===== src/hw/rtl/dtok_pkg.sv =====
package dtok_pkg;

    localparam int unsigned CP_W = 22;

    localparam logic [7:0] MARK_OPEN  = 8'h3C;
    localparam logic [7:0] MARK_BAR   = 8'h7C;
    localparam logic [7:0] LEAD_TWO   = 8'h80;
    localparam logic [7:0] LEAD_THREE = 8'hE0;
    localparam logic [7:0] LEAD_FOUR  = 8'hF0;
    localparam logic [7:0] LEAD_MASK  = 8'h7F;
    localparam logic [7:0] TRAIL_MASK = 8'h3F;
    localparam logic [7:0] MIN_SPECIAL_LEN = 8'd4;

    // Candidate code points produced by one input word, in output order
    typedef struct packed {
        logic [CP_W-1:0] p0;
        logic            v0;
        logic [CP_W-1:0] p1;
        logic            v1;
    } entry_t;

    typedef struct packed {
        logic full;
        logic avail;
    } q_stat_t;

    typedef struct packed {
        logic       ok;
        logic [7:0] raw;
    } unmap_t;

    // Inverse byte-to-unicode table
    function automatic unmap_t unmap_point(input logic [CP_W-1:0] cp);
        unmap_t     r;
        logic       hi_zero;
        logic [8:0] low9;
        logic [8:0] diff;
        hi_zero = (cp[CP_W-1:9] == '0);
        low9    = cp[8:0];
        diff    = low9 - 9'd162;
        r.ok    = 1'b0;
        r.raw   = cp[7:0];
        if (hi_zero)
        begin
            if ((low9 >= 9'd33 && low9 <= 9'd126) || (low9 >= 9'd161 && low9 <= 9'd172) ||
                (low9 >= 9'd174 && low9 <= 9'd288))
            begin
                r.ok  = 1'b1;
                r.raw = cp[7:0];
            end
            else if (low9 >= 9'd289 && low9 <= 9'd322)
            begin
                r.ok  = 1'b1;
                r.raw = diff[7:0];
            end
            else if (low9 == 9'd323)
            begin
                r.ok  = 1'b1;
                r.raw = 8'd173;
            end
        end
        return r;
    endfunction

endpackage


===== src/hw/rtl/dtok_in_if.sv =====
interface dtok_in_if;
    logic       valid;
    logic       ready;
    logic [7:0] text_byte;
    logic       token_start;
    logic       token_end;
    logic [7:0] token_length;

    modport source (output valid, text_byte, token_start, token_end, token_length,
                    input ready);
    modport sink (input valid, text_byte, token_start, token_end, token_length,
                  output ready);
endinterface


===== src/hw/rtl/dtok_out_if.sv =====
interface dtok_out_if;
    logic       valid;
    logic       ready;
    logic [7:0] out_byte;
    logic       run_last;

    modport source (output valid, out_byte, run_last, input ready);
    modport sink (input valid, out_byte, run_last, output ready);
endinterface


===== src/hw/rtl/dtok_front.sv =====
module dtok_front (
    input  logic              clk,
    input  logic              rst_n,
    dtok_in_if.sink           text_in,
    input  dtok_pkg::q_stat_t q_stat,
    output logic              push,
    output dtok_pkg::entry_t  push_data
);
    import dtok_pkg::*;

    logic [CP_W-1:0] acc_reg, acc_next;
    logic [1:0]      bse_reg, bse_next;
    logic            skip_reg, skip_next;
    logic            hold_reg, hold_next;
    logic            accept;
    logic            do_dec;
    logic [7:0]      b;
    logic [1:0]      n;
    entry_t          e;

    assign text_in.ready = !q_stat.full;
    assign accept        = text_in.valid && text_in.ready;
    assign b             = text_in.text_byte;

    always_comb
    begin
        acc_next  = acc_reg;
        bse_next  = bse_reg;
        skip_next = skip_reg;
        hold_next = hold_reg;
        e         = '0;
        do_dec    = 1'b0;
        n         = 2'd1;

        // close the previous token
        if (text_in.token_start)
        begin
            if (hold_next)
            begin
                e.p0 = CP_W'(MARK_OPEN);
                e.v0 = 1'b1;
            end
            hold_next = 1'b0;
            skip_next = 1'b0;
            if (bse_next != 2'd0)
            begin
                if (!e.v0)
                begin
                    e.p0 = acc_next;
                    e.v0 = 1'b1;
                end
                else
                begin
                    e.p1 = acc_next;
                    e.v1 = 1'b1;
                end
                bse_next = 2'd0;
                acc_next = '0;
            end
        end

        if (skip_next)
        begin
            if (text_in.token_end)
                skip_next = 1'b0;
        end
        else if (text_in.token_start && text_in.token_length >= MIN_SPECIAL_LEN &&
                 b == MARK_OPEN && !text_in.token_end)
        begin
            hold_next = 1'b1;
        end
        else if (hold_next)
        begin
            hold_next = 1'b0;
            if (b == MARK_BAR)
                skip_next = !text_in.token_end;
            else
            begin
                e.p0   = CP_W'(MARK_OPEN);
                e.v0   = 1'b1;
                do_dec = 1'b1;
            end
        end
        else
        begin
            do_dec = 1'b1;
        end

        if (do_dec)
        begin
            if (bse_next != 2'd0)
            begin
                acc_next = {acc_next[CP_W-7:0], b[5:0]};
                bse_next = bse_next - 2'd1;
                if (bse_next == 2'd0)
                begin
                    if (!e.v0)
                    begin
                        e.p0 = acc_next;
                        e.v0 = 1'b1;
                    end
                    else
                    begin
                        e.p1 = acc_next;
                        e.v1 = 1'b1;
                    end
                    acc_next = '0;
                end
            end
            else if (b < LEAD_TWO)
            begin
                if (!e.v0)
                begin
                    e.p0 = CP_W'(b);
                    e.v0 = 1'b1;
                end
                else
                begin
                    e.p1 = CP_W'(b);
                    e.v1 = 1'b1;
                end
            end
            else
            begin
                if (b < LEAD_THREE)
                    n = 2'd1;
                else if (b < LEAD_FOUR)
                    n = 2'd2;
                else
                    n = 2'd3;
                bse_next = n;
                acc_next = CP_W'(b & (LEAD_MASK >> n));
            end

            // flush a partial sequence at token end
            if (text_in.token_end && bse_next != 2'd0)
            begin
                if (!e.v0)
                begin
                    e.p0 = acc_next;
                    e.v0 = 1'b1;
                end
                else
                begin
                    e.p1 = acc_next;
                    e.v1 = 1'b1;
                end
                bse_next = 2'd0;
                acc_next = '0;
            end
        end
    end

    assign push      = accept && (e.v0 || e.v1);
    assign push_data = e;

    always_ff @(posedge clk or negedge rst_n)
    begin
        if (!rst_n)
        begin
            acc_reg  <= '0;
            bse_reg  <= '0;
            skip_reg <= 1'b0;
            hold_reg <= 1'b0;
        end
        else if (accept)
        begin
            acc_reg  <= acc_next;
            bse_reg  <= bse_next;
            skip_reg <= skip_next;
            hold_reg <= hold_next;
        end
    end

    a_hold_skip_excl: assert property (@(posedge clk) disable iff (!rst_n)
        !(hold_reg && skip_reg))
        else $error("marker held while skipping a special token");

    a_hold_no_pending: assert property (@(posedge clk) disable iff (!rst_n)
        hold_reg |-> bse_reg == 2'd0)
        else $error("marker held with a partial sequence pending");

endmodule


===== src/hw/rtl/dtok_queue.sv =====
module dtok_queue #(
    parameter int unsigned DEPTH = 4
) (
    input  logic              clk,
    input  logic              rst_n,
    input  logic              push,
    input  dtok_pkg::entry_t  push_data,
    input  logic              pop,
    output dtok_pkg::entry_t  head,
    output dtok_pkg::q_stat_t q_stat
);
    import dtok_pkg::*;

    localparam int unsigned PTR_W = (DEPTH > 1) ? $clog2(DEPTH) : 1;
    localparam int unsigned CNT_W = $clog2(DEPTH + 1);

    entry_t            mem_reg [DEPTH];
    logic [PTR_W-1:0]  wr_ptr_reg, wr_ptr_next;
    logic [PTR_W-1:0]  rd_ptr_reg, rd_ptr_next;
    logic [CNT_W-1:0]  cnt_reg, cnt_next;
    logic              do_push;
    logic              do_pop;

    assign q_stat.full  = (cnt_reg == CNT_W'(DEPTH));
    assign q_stat.avail = (cnt_reg != '0);
    assign head         = mem_reg[rd_ptr_reg];
    assign do_push      = push && !q_stat.full;
    assign do_pop       = pop && q_stat.avail;

    always_comb
    begin
        wr_ptr_next = wr_ptr_reg;
        rd_ptr_next = rd_ptr_reg;
        cnt_next    = cnt_reg;
        if (do_push)
            wr_ptr_next = (wr_ptr_reg == PTR_W'(DEPTH - 1)) ? '0 : wr_ptr_reg + 1'b1;
        if (do_pop)
            rd_ptr_next = (rd_ptr_reg == PTR_W'(DEPTH - 1)) ? '0 : rd_ptr_reg + 1'b1;
        if (do_push && !do_pop)
            cnt_next = cnt_reg + 1'b1;
        else if (do_pop && !do_push)
            cnt_next = cnt_reg - 1'b1;
    end

    always_ff @(posedge clk or negedge rst_n)
    begin
        if (!rst_n)
        begin
            wr_ptr_reg <= '0;
            rd_ptr_reg <= '0;
            cnt_reg    <= '0;
        end
        else
        begin
            wr_ptr_reg <= wr_ptr_next;
            rd_ptr_reg <= rd_ptr_next;
            cnt_reg    <= cnt_next;
        end
    end

    always_ff @(posedge clk)
    begin
        if (do_push)
            mem_reg[wr_ptr_reg] <= push_data;
    end

    a_cnt_bound: assert property (@(posedge clk) disable iff (!rst_n)
        cnt_reg <= CNT_W'(DEPTH))
        else $error("queue count beyond depth");

    a_ptr_agree: assert property (@(posedge clk) disable iff (!rst_n)
        (cnt_reg == '0 || cnt_reg == CNT_W'(DEPTH)) |-> wr_ptr_reg == rd_ptr_reg)
        else $error("queue pointers disagree with count");

endmodule


===== src/hw/rtl/dtok_back.sv =====
module dtok_back (
    input  logic              clk,
    input  logic              rst_n,
    input  dtok_pkg::entry_t  head,
    input  dtok_pkg::q_stat_t q_stat,
    output logic              pop,
    dtok_out_if.source        text_out
);
    import dtok_pkg::*;

    logic       phase_reg, phase_next;
    logic       out_vld_reg, out_vld_next;
    logic [7:0] out_byte_reg, out_byte_next;
    logic       run_last_reg, run_last_next;
    logic       load_ok;
    logic       ok0;
    logic       ok1;
    unmap_t     m0;
    unmap_t     m1;

    assign m0      = unmap_point(head.p0);
    assign m1      = unmap_point(head.p1);
    assign ok0     = head.v0 && m0.ok;
    assign ok1     = head.v1 && m1.ok;
    assign load_ok = !out_vld_reg || text_out.ready;

    always_comb
    begin
        pop           = 1'b0;
        phase_next    = phase_reg;
        out_vld_next  = out_vld_reg && !text_out.ready;
        out_byte_next = out_byte_reg;
        run_last_next = run_last_reg;
        if (q_stat.avail)
        begin
            if (phase_reg)
            begin
                // second byte of a pair
                if (load_ok)
                begin
                    out_vld_next  = 1'b1;
                    out_byte_next = m1.raw;
                    run_last_next = 1'b1;
                    pop           = 1'b1;
                    phase_next    = 1'b0;
                end
            end
            else if (ok0 && ok1)
            begin
                if (load_ok)
                begin
                    out_vld_next  = 1'b1;
                    out_byte_next = m0.raw;
                    run_last_next = 1'b0;
                    phase_next    = 1'b1;
                end
            end
            else if (ok0 || ok1)
            begin
                if (load_ok)
                begin
                    out_vld_next  = 1'b1;
                    out_byte_next = ok0 ? m0.raw : m1.raw;
                    run_last_next = 1'b1;
                    pop           = 1'b1;
                end
            end
            else
            begin
                // nothing maps: drop the entry
                pop = 1'b1;
            end
        end
    end

    assign text_out.valid    = out_vld_reg;
    assign text_out.out_byte = out_byte_reg;
    assign text_out.run_last = run_last_reg;

    always_ff @(posedge clk or negedge rst_n)
    begin
        if (!rst_n)
        begin
            phase_reg   <= 1'b0;
            out_vld_reg <= 1'b0;
        end
        else
        begin
            phase_reg   <= phase_next;
            out_vld_reg <= out_vld_next;
        end
    end

    always_ff @(posedge clk)
    begin
        out_byte_reg <= out_byte_next;
        run_last_reg <= run_last_next;
    end

    a_phase_has_head: assert property (@(posedge clk) disable iff (!rst_n)
        phase_reg |-> q_stat.avail)
        else $error("second byte pending without a queue entry");

    a_phase_not_last: assert property (@(posedge clk) disable iff (!rst_n)
        (phase_reg && !$past(phase_reg)) |-> (out_vld_reg && !run_last_reg))
        else $error("first byte of a pair marked last");

endmodule


===== src/hw/rtl/byte_level_token_detokenizer.sv =====
// Path: an accepted input word goes into the queue, then its results are registered
//   onto text_out. Throughput: one input word per cycle unless the queue is full; one
//   result per cycle while text_out is ready, a word with two results giving them in turn;
//   the QUEUE_DEPTH entry queue between decoder and unmapper sets how long input rides stalls.
// Reset: rst_n clears the UTF-8 state, marker and skip flags, empties the queue and
//   drops any pending result.
module byte_level_token_detokenizer #(
    parameter int unsigned QUEUE_DEPTH = 4
) (
    input  logic       clk,
    input  logic       rst_n,
    dtok_in_if.sink    text_in,
    dtok_out_if.source text_out
);
    import dtok_pkg::*;

    // front: framing, special-token skipping, UTF-8 assembly
    // back: inverse byte table, one output byte per cycle while text_out is ready
    logic    push;
    logic    pop;
    entry_t  push_data;
    entry_t  head;
    q_stat_t q_stat;

    dtok_front u_front (
        .clk       (clk),
        .rst_n     (rst_n),
        .text_in   (text_in),
        .q_stat    (q_stat),
        .push      (push),
        .push_data (push_data)
    );

    // decouple the two halves so each can stall on its own
    dtok_queue #(
        .DEPTH (QUEUE_DEPTH)
    ) u_queue (
        .clk       (clk),
        .rst_n     (rst_n),
        .push      (push),
        .push_data (push_data),
        .pop       (pop),
        .head      (head),
        .q_stat    (q_stat)
    );

    dtok_back u_back (
        .clk      (clk),
        .rst_n    (rst_n),
        .head     (head),
        .q_stat   (q_stat),
        .pop      (pop),
        .text_out (text_out)
    );

endmodule


===== src/flat_wrapper.sv =====
// flat-port wrapper written by rule: the top's interface ports become plain ports
module byte_level_token_detokenizer_flat import dtok_pkg::*;
#(
    parameter int unsigned QUEUE_DEPTH = 4
)
  (clk, rst_n, text_in_valid, text_in_text_byte, text_in_token_start, text_in_token_end, text_in_token_length, text_in_ready, text_out_valid, text_out_out_byte, text_out_run_last, text_out_ready);
  dtok_in_if text_in_i ();
  dtok_out_if text_out_i ();
  input  logic clk;
  input  logic rst_n;
  input wire logic [$bits(text_in_i.valid)-1:0] text_in_valid;
  input wire logic [$bits(text_in_i.text_byte)-1:0] text_in_text_byte;
  input wire logic [$bits(text_in_i.token_start)-1:0] text_in_token_start;
  input wire logic [$bits(text_in_i.token_end)-1:0] text_in_token_end;
  input wire logic [$bits(text_in_i.token_length)-1:0] text_in_token_length;
  output wire logic [$bits(text_in_i.ready)-1:0] text_in_ready;
  output wire logic [$bits(text_out_i.valid)-1:0] text_out_valid;
  output wire logic [$bits(text_out_i.out_byte)-1:0] text_out_out_byte;
  output wire logic [$bits(text_out_i.run_last)-1:0] text_out_run_last;
  input wire logic [$bits(text_out_i.ready)-1:0] text_out_ready;
  assign text_in_i.valid = text_in_valid;
  assign text_in_i.text_byte = text_in_text_byte;
  assign text_in_i.token_start = text_in_token_start;
  assign text_in_i.token_end = text_in_token_end;
  assign text_in_i.token_length = text_in_token_length;
  assign text_in_ready = text_in_i.ready;
  assign text_out_valid = text_out_i.valid;
  assign text_out_out_byte = text_out_i.out_byte;
  assign text_out_run_last = text_out_i.run_last;
  assign text_out_i.ready = text_out_ready;
  byte_level_token_detokenizer #(.QUEUE_DEPTH(QUEUE_DEPTH)) u_core (.clk(clk), .rst_n(rst_n), .text_in(text_in_i), .text_out(text_out_i));
endmodule

===== config.mk =====
export PLATFORM = sky130hd
export DESIGN_NAME = byte_level_token_detokenizer_flat
export DESIGN_NICKNAME = d
export VERILOG_FILES = /design/src/hw/rtl/dtok_pkg.sv /design/src/hw/rtl/dtok_in_if.sv /design/src/hw/rtl/dtok_out_if.sv /design/src/hw/rtl/dtok_front.sv /design/src/hw/rtl/dtok_queue.sv /design/src/hw/rtl/dtok_back.sv /design/src/hw/rtl/byte_level_token_detokenizer.sv /design/src/flat_wrapper.sv
export SDC_FILE = /design/constraint.sdc
export NUM_CORES = 1
export LEC_CHECK = 0
export BUFFER_PORTS_ARGS = -buffer_cell sky130_fd_sc_hd__buf_2
export CORE_MARGIN = 3
export CORE_UTILIZATION = 37
export DETAILED_ROUTE_END_ITERATION = 8
export PLACE_DENSITY_LB_ADDON = 0.15
export SLEW_MARGIN = 40
export SYNTH_ARGS = -nofsm -noshare
export SYNTH_HDL_FRONTEND = slang
export SYNTH_SLANG_ARGS = --single-unit

===== constraint.sdc =====
create_clock -name clk -period 10.2 [get_ports clk]
set_clock_uncertainty 0.15 [all_clocks]
set_input_delay 0.51 -clock clk [delete_from_list [all_inputs] [get_ports clk]]
set_output_delay 0.51 -clock clk [all_outputs]
set_load 0.02 [all_outputs]

==> results of run 1 <==
-- worst min-delay path by stage --
| stage | from | endpoint | slack [ns] | cells after the start |
|---|---|---|---|---|
| after CTS | text_out_ready | u_core.u_back.text_out.valid | 0.21 | 3 |
| after floorplan | rst_n | u_core.u_back.phase_reg | 0.06 | 0 |
| after global routing | text_in_token_end | u_core.u_front.skip_reg | 0.26 | 4 |
| after global placement | u_core.u_queue.cnt_reg[2] | u_core.u_queue.cnt_reg[2] | 0.32 | 1 |
| final | text_out_ready | u_core.u_back.text_out.valid | 0.22 | 3 |
| after detailed placement | u_core.u_queue.cnt_reg[2] | u_core.u_queue.cnt_reg[2] | 0.33 | 1 |
-- placed cells by master, fill, tap and decap left out, types with 15 or more instances in the layout --
master and n:
nand2_1 87, edfxtp_1 193, inv_1 27, a21oi_1 51
a22o_1 15, nor4_1 21, ha_1 16, dfrtp_1 34
buf_2 29, mux4_2 22, nor2_1 64, clkbuf_16 27
o21ai_0 50
-- per-layer routing --
metal	up-vias	share of wire (%)	GRT usage (%)
met5	-	0	0
met3	55	5.7	2.356
met2	241	43	25.46
met1	3559	48	25.78
li1	3366	-	-
met4	0	2.9	5.543
-- power breakdown --
group	internal [W]	switching [W]
combinational	0.000356	0.000653
sequential	0.00121	0.0000571
clock	0.000552	0.000367
-- through the flow --
step                      cells  total power, W  util [%]  cell area, µm²
after detailed placement   1220        0.002307     40.03           11240
after floorplan             836        0.002022         -           10660
after CTS                  1268        0.003235     43.10           12110
after global placement     1220        0.002302     39.95           11220
final                      1268        0.003198     43.10           12110
after global routing       1268        0.003390     43.10           12110
-- layout make-up --
type	instances	area, µm²	share of cell area, %
Clock buffer	36	729.5	6.026
Clock inverter	11	123.9	1.023
Inverter	27	101.3	0.8372
Multi-Input combinational cell	546	3760	31.06
Sequential cell	228	6673	55.12
Tap cell	378	473.0	3.907
Timing Repair Buffer	42	245.2	2.026
-- tightest hold or removal path, cell delays in order --
cell and delay, ns:
buf_2 0.07, nand2b_1 0.20, nand2_1 0.07
-- cells by family after synthesis --
group                      count (synthesis)  share of synthesized area (%)
DFF                                      228                          62.59
adders and majority gates                 17                          2.066
xor gates and xnor gates                   5                         0.4108
AOI/OAI and AO/OA                        222                          14.09
muxes                                     33                          5.822
and+or+nand+nor                          269                          12.62
buffers and inverters                     62                          2.406
==> results.sh, run 1 <==
export IMPL_ys_seq_area_share_pct=62.59
export IMPL_grt_use_total_pct=17.07
export IMPL_yosys_area_top_type="edfxtp_1"
export IMPL_power_density_mw_per_mm2=264.2
export IMPL_grt_pass1_vias=7009
export IMPL_hold_slack_ns=0.2245
export IMPL_root_buffer="clkbuf_16"
export IMPL_fin_setup_tns_ns=0
export IMPL_gp_congestion=0.8409
export IMPL_r2r_setup_slack_ns=4.61
export IMPL_fin_nets=910
export IMPL_crit_slowest_cell="mux4_2"
export IMPL_path_delay_family="simple AND/OR/NAND/NOR gates"
export IMPL_place_ws_ns=4.552
export IMPL_grt_setup_unrepaired="no"
export IMPL_synthesis_area_mm2=0.01066
export IMPL_path_buf_inv=5
export IMPL_r2r_cells=17
export IMPL_cts_sinks=228
export IMPL_synthFlopType="edfxtp_1"
export IMPL_r2r_start="u_core.u_queue.rd_ptr_reg[0]"
export IMPL_path_class="reg -> reg"
export IMPL_synth_top_area_share_pct=54.37
export IMPL_fmax_mhz=179.0
export IMPL_path_cells="buf_4 -> mux4_2 -> inv_1 -> ha_1 -> inv_1 -> nor4b_1 -> nor3_1 -> o311a_1 -> a211o_1 -> o211a_1 -> nand2_1 -> and3b_4 -> inv_1 -> ha_1 -> inv_1 -> fa_1 -> mux2_2"
export IMPL_drc_errors=0
export IMPL_cp_num_cells=17
export IMPL_async_reset_ff_share_pct=15.35
export IMPL_syn_nets=875
export IMPL_wire_per_inst_um=20.78
export IMPL_ioPinCount=33
export IMPL_clkTransAtPathRegs_ns=0.06
export IMPL_antenna_found_initial=0
export IMPL_synth_warnings=0
export IMPL_tightest_slew_ns=0.9110
export IMPL_hold_path_class="in -> reg"
export IMPL_syn_to_final_growth_pct=13.57
export IMPL_slew_headroom_pct=39.04
export IMPL_io_buffers=30
export IMPL_crit_path_start="u_core.u_queue.rd_ptr_reg[0]"
export IMPL_clk_latency_ns=0.53
export IMPL_wl_mm=26.34
export IMPL_grt_max_degree=47
export IMPL_start_util_pct=37.95
export IMPL_hold_viol=0
export IMPL_syn_inst=836
export IMPL_drv_cap=0
export IMPL_rows=61
export IMPL_rr_endpoint="u_core.u_queue.cnt_reg[1]"
export IMPL_status="finished clean"
export IMPL_ir_drop_uv=141.3
export IMPL_h_tree_depth=1
export IMPL_drive_above_1_share_pct=14.61
export IMPL_die_h_um=175.7
export IMPL_path_common_cell="inv_1"
export IMPL_drtIter0Drc=718
export IMPL_ant_nets=0
export IMPL_clock_path_buffers=3
export IMPL_largest_register_ffs=184
export IMPL_cp_start_kind="register"
export IMPL_cts_tree="built"
export IMPL_period_share_pct=54.77
export IMPL_crit_path_max_incr_delay_ns=0.68
export IMPL_ys_ff_latch=228
export IMPL_avgSynthCellArea_um2=12.75
export IMPL_setup_slack_ns=4.614
export IMPL_ctsHoldBuffers=1
export IMPL_fillerInstances=2686
export IMPL_grt_pass1_wl_mm=41.30
export IMPL_hpwlAfterDp_mm=17.17
export IMPL_coreArea_mm2=0.02809
export IMPL_num_antenna_cells=0
export IMPL_synth_common_cells="edfxtp_1 (193), nand2_1 (87), nor2_1 (66)"
export IMPL_die_w_um=175.7
export IMPL_crit_end="u_core.u_queue.cnt_reg[1]"
export IMPL_grt_remaining_overflow=0
export IMPL_synthTopCellsByArea="edfxtp_1 (54%), dfrtp_1 (8.2%), mux4_2 (4.6%), nand2_1 (3.1%), o21ai_0 (2.5%)"
export IMPL_min_period_ns=5.586
export IMPL_ctsResizeCount=0
export IMPL_synth_edff_count=193
export IMPL_synth_most_common_cell="edfxtp_1"
export IMPL_setup_violations=0
export IMPL_vias_per_cell=5.695
export IMPL_firstDrtPassIters=5
export IMPL_cp_required_ns=10.46
export IMPL_cts_buffers=26
export IMPL_path_max_fanout=37
export IMPL_critPathCaptureType="register"
export IMPL_vias=7221
export IMPL_arrival_ns=5.84
export IMPL_p_leak_nw=4.224
export IMPL_dieArea_mm2=0.03088
export IMPL_ys_types=68
export IMPL_post_cts_buffers=0
export IMPL_slew_violations=0
No activity file was read; power rests on OpenSTA's default activity.
==> inputs of run 2 (changes only) <==
- ABC_AREA: unset -> 1
- clock period: 10.2 -> 5.2 ns (I/O delays scaled with it)
==> results.sh, run 2 <==
export IMPL_status="finished clean"
export IMPL_clk_latency_ns=0.54
export IMPL_hold_path_class="in -> reg"
export IMPL_grt_max_degree=64
export IMPL_synth_warnings=0
export IMPL_post_cts_buffers=0
export IMPL_multiInputGateArea_mm2=0.004314
export IMPL_dp_cells=1631
export IMPL_clock_path_buffers=3
export IMPL_slew_headroom_pct=47.09
export IMPL_syn_nets=1275
export IMPL_coreArea_mm2=0.03083
export IMPL_ioPinCount=33
export IMPL_synth_top_family_by_area="simple AND/OR/NAND/NOR gates"
export IMPL_h_tree_depth=1
export IMPL_drtIter0Drc=732
export IMPL_synth_edff_count=193
export IMPL_power_density_mw_per_mm2=550.6
export IMPL_fmax_mhz=246.0
export IMPL_path_class="reg -> reg"
export IMPL_path_max_fanout=24
export IMPL_utilization_pct=42.54
export IMPL_wire_per_inst_um=18.04
export IMPL_final_common_cell="nand2_1"
export IMPL_ir_drop_uv=249.4
export IMPL_arrival_ns=4.31
export IMPL_synth_compound_area_share_pct=11.01
export IMPL_firstDrtPassIters=5
export IMPL_antenna_found_initial=0
export IMPL_p_leak_nw=4.989
export IMPL_cp_start_kind="register"
export IMPL_synth_top_area_share_pct=49.57
export IMPL_hold_slack_ns=0.03621
export IMPL_drv_cap=0
export IMPL_slew_violations=0
export IMPL_synth_common_cells="nand2_1 (289), edfxtp_1 (193), inv_1 (120)"
export IMPL_grt_remaining_overflow=0
export IMPL_largest_register_ffs=184
export IMPL_avgSynthCellArea_um2=9.459
export IMPL_synthMuxAreaShare_pct=0
export IMPL_critPathCaptureType="register"
export IMPL_cts_buffers=26
export IMPL_gp_congestion=0.8975
export IMPL_fin_nets=1305
export IMPL_synth_adder_area_share_pct=1.884
export IMPL_layout_common_cells="nand2_1 (289), edfxtp_1 (193), inv_1 (120)"
export IMPL_die_w_um=183.8
export IMPL_vias_per_cell=5.316
export IMPL_hpwlAfterDp_mm=20.23
export IMPL_ys_seq_area_share_pct=57.06
export IMPL_fillerInstances=3029
export IMPL_clkTransAtPathRegs_ns=0.06
export IMPL_drive_above_1_share_pct=11.52
export IMPL_min_period_ns=4.065
export IMPL_synthSimpleGateAreaFrac_pct=23.15
export IMPL_ys_ff_latch=228
export IMPL_setup_violations=0
export IMPL_async_reset_ff_share_pct=15.35
export IMPL_start_util_pct=37.92
export IMPL_ant_nets=0
export IMPL_tightest_slew_ns=0.7869
export IMPL_num_antenna_cells=0
export IMPL_dieArea_mm2=0.03377
export IMPL_synthTopCellsByArea="edfxtp_1 (50%), nand2_1 (9.3%), dfrtp_1 (7.5%), nand3_1 (4.4%), inv_1 (3.9%)"
export IMPL_root_buffer="clkbuf_16"
export IMPL_io_buffers=30
export IMPL_cts_tree="built"
export IMPL_period_share_pct=78.16
export IMPL_cts_sinks=228
export IMPL_final_cells=1681
export IMPL_fin_setup_tns_ns=0
export IMPL_rows=64
export IMPL_die_h_um=183.8
export IMPL_ys_types=42
export IMPL_grt_use_total_pct=18.09
export IMPL_syn_to_final_growth_pct=12.17
export IMPL_grt_setup_unrepaired="no"
export IMPL_yosys_area_top_type="edfxtp_1"
export IMPL_setup_slack_ns=1.135
export IMPL_cp_required_ns=5.45
export IMPL_syn_inst=1236
export IMPL_hold_viol=0
export IMPL_synth_xor_area_share_pct=0.4495
export IMPL_wl_mm=30.32
export IMPL_regArea_mm2=0.006671
export IMPL_vias=8936
export IMPL_grt_pass1_vias=8613
export IMPL_synth_most_common_cell="nand2_1"
export IMPL_grt_pass1_wl_mm=48.53
export IMPL_place_ws_ns=1.122
export IMPL_synthesis_area_mm2=0.01169
export IMPL_synthFlopType="edfxtp_1"
export IMPL_drc_errors=0
[run 2: cell count changes after synthesis, sizes merged, moves of 16 or more]
cell and change:
nand2 +217, nand3 +104, buf +24, mux4 -22, nor2 +58, o22ai +16
o221ai +25, inv +107, a21oi -23
[run 2: final cells by class]
type / instances / area share, %
clock buffers: 30 / 5.238
clock inverters: 17 / 1.069
inverters: 134 / 3.836
multi-input cells: 827 / 32.90
flip-flops and latches: 228 / 50.87
well taps: 396 / 3.778
repair buffers: 49 / 2.309
[run 2: final timing paths]
kind                       cells past startpoint                           end                          from  slack, ns
min                                            5       u_core.u_front.hold_reg       text_in_token_length[2]       0.04
min in group asynchronous                      2    u_core.u_front.acc_reg[21]                         rst_n       0.10
max reg2reg                                   23     u_core.u_queue.cnt_reg[2]  u_core.u_queue.rd_ptr_reg[0]       1.14
min reg2reg                                    2     u_core.u_front.acc_reg[5]     u_core.u_front.acc_reg[5]       0.35
max                                           23     u_core.u_queue.cnt_reg[2]  u_core.u_queue.rd_ptr_reg[0]       1.14
max in group asynchronous                      2  u_core.u_queue.rd_ptr_reg[0]                         rst_n       4.40
[run 2: kinds of logic (layout without fill, tap and decap cells)]
logic type      after synthesis  count (layout)
compound gates              201             201
xor+xnor                      6               6
fa+ha+maj                    17              17
buf+inv                     181             230
flops                       228             228
simple gates                603             603
[run 2: critical path, cell delays in order, from the launching register on]
cell and delay [ns]:
dfrtp_1 0.38, inv_2 0.38, buf_4 0.31, nand2_1 0.09, nand3_1 0.07, nand2_1 0.19
ha_1 0.28, inv_1 0.10, nor2_4 0.05, nand3_1 0.11, nand2_1 0.08, nand3_2 0.10
nand3_4 0.11, nand2_2 0.12, nor2_2 0.06, nor2_4 0.09, nand3_2 0.14, nand3_2 0.13
ha_1 0.14, inv_1 0.06, fa_1 0.37, a21oi_1 0.14, o21ai_0 0.11, xor2_1 0.15
[run 2: power by group]
part           internal (W)  switching [W]
Sequential          0.00244      0.0000978
Combinational      0.000787        0.00215
Clock               0.00104       0.000710
[run 2: metal layers]
metal	up-vias	share of wire [%]	global-route usage, %
met1	4219	46	25.28
met4	0	1.9	4.022
met5	-	0	0
met3	51	5.3	2.790
met2	248	47	30.01
li1	4418	-	-
[run 2: timing repair]
item,CTS,global route
resized for setup,0,0
hold buffers,3,0
hold endpoints to repair,39,0
[run 2: metrics by stage]
stage | instance area [µm²] | total power (W)
3_3_place_gp | 12240 | 0.005486
4_1_cts | 13110 | 0.007283
6_report | 13110 | 0.007221
5_1_grt | 13110 | 0.007758
2_1_floorplan | 11690 | 0.004723
3_5_place_dp | 12250 | 0.005507
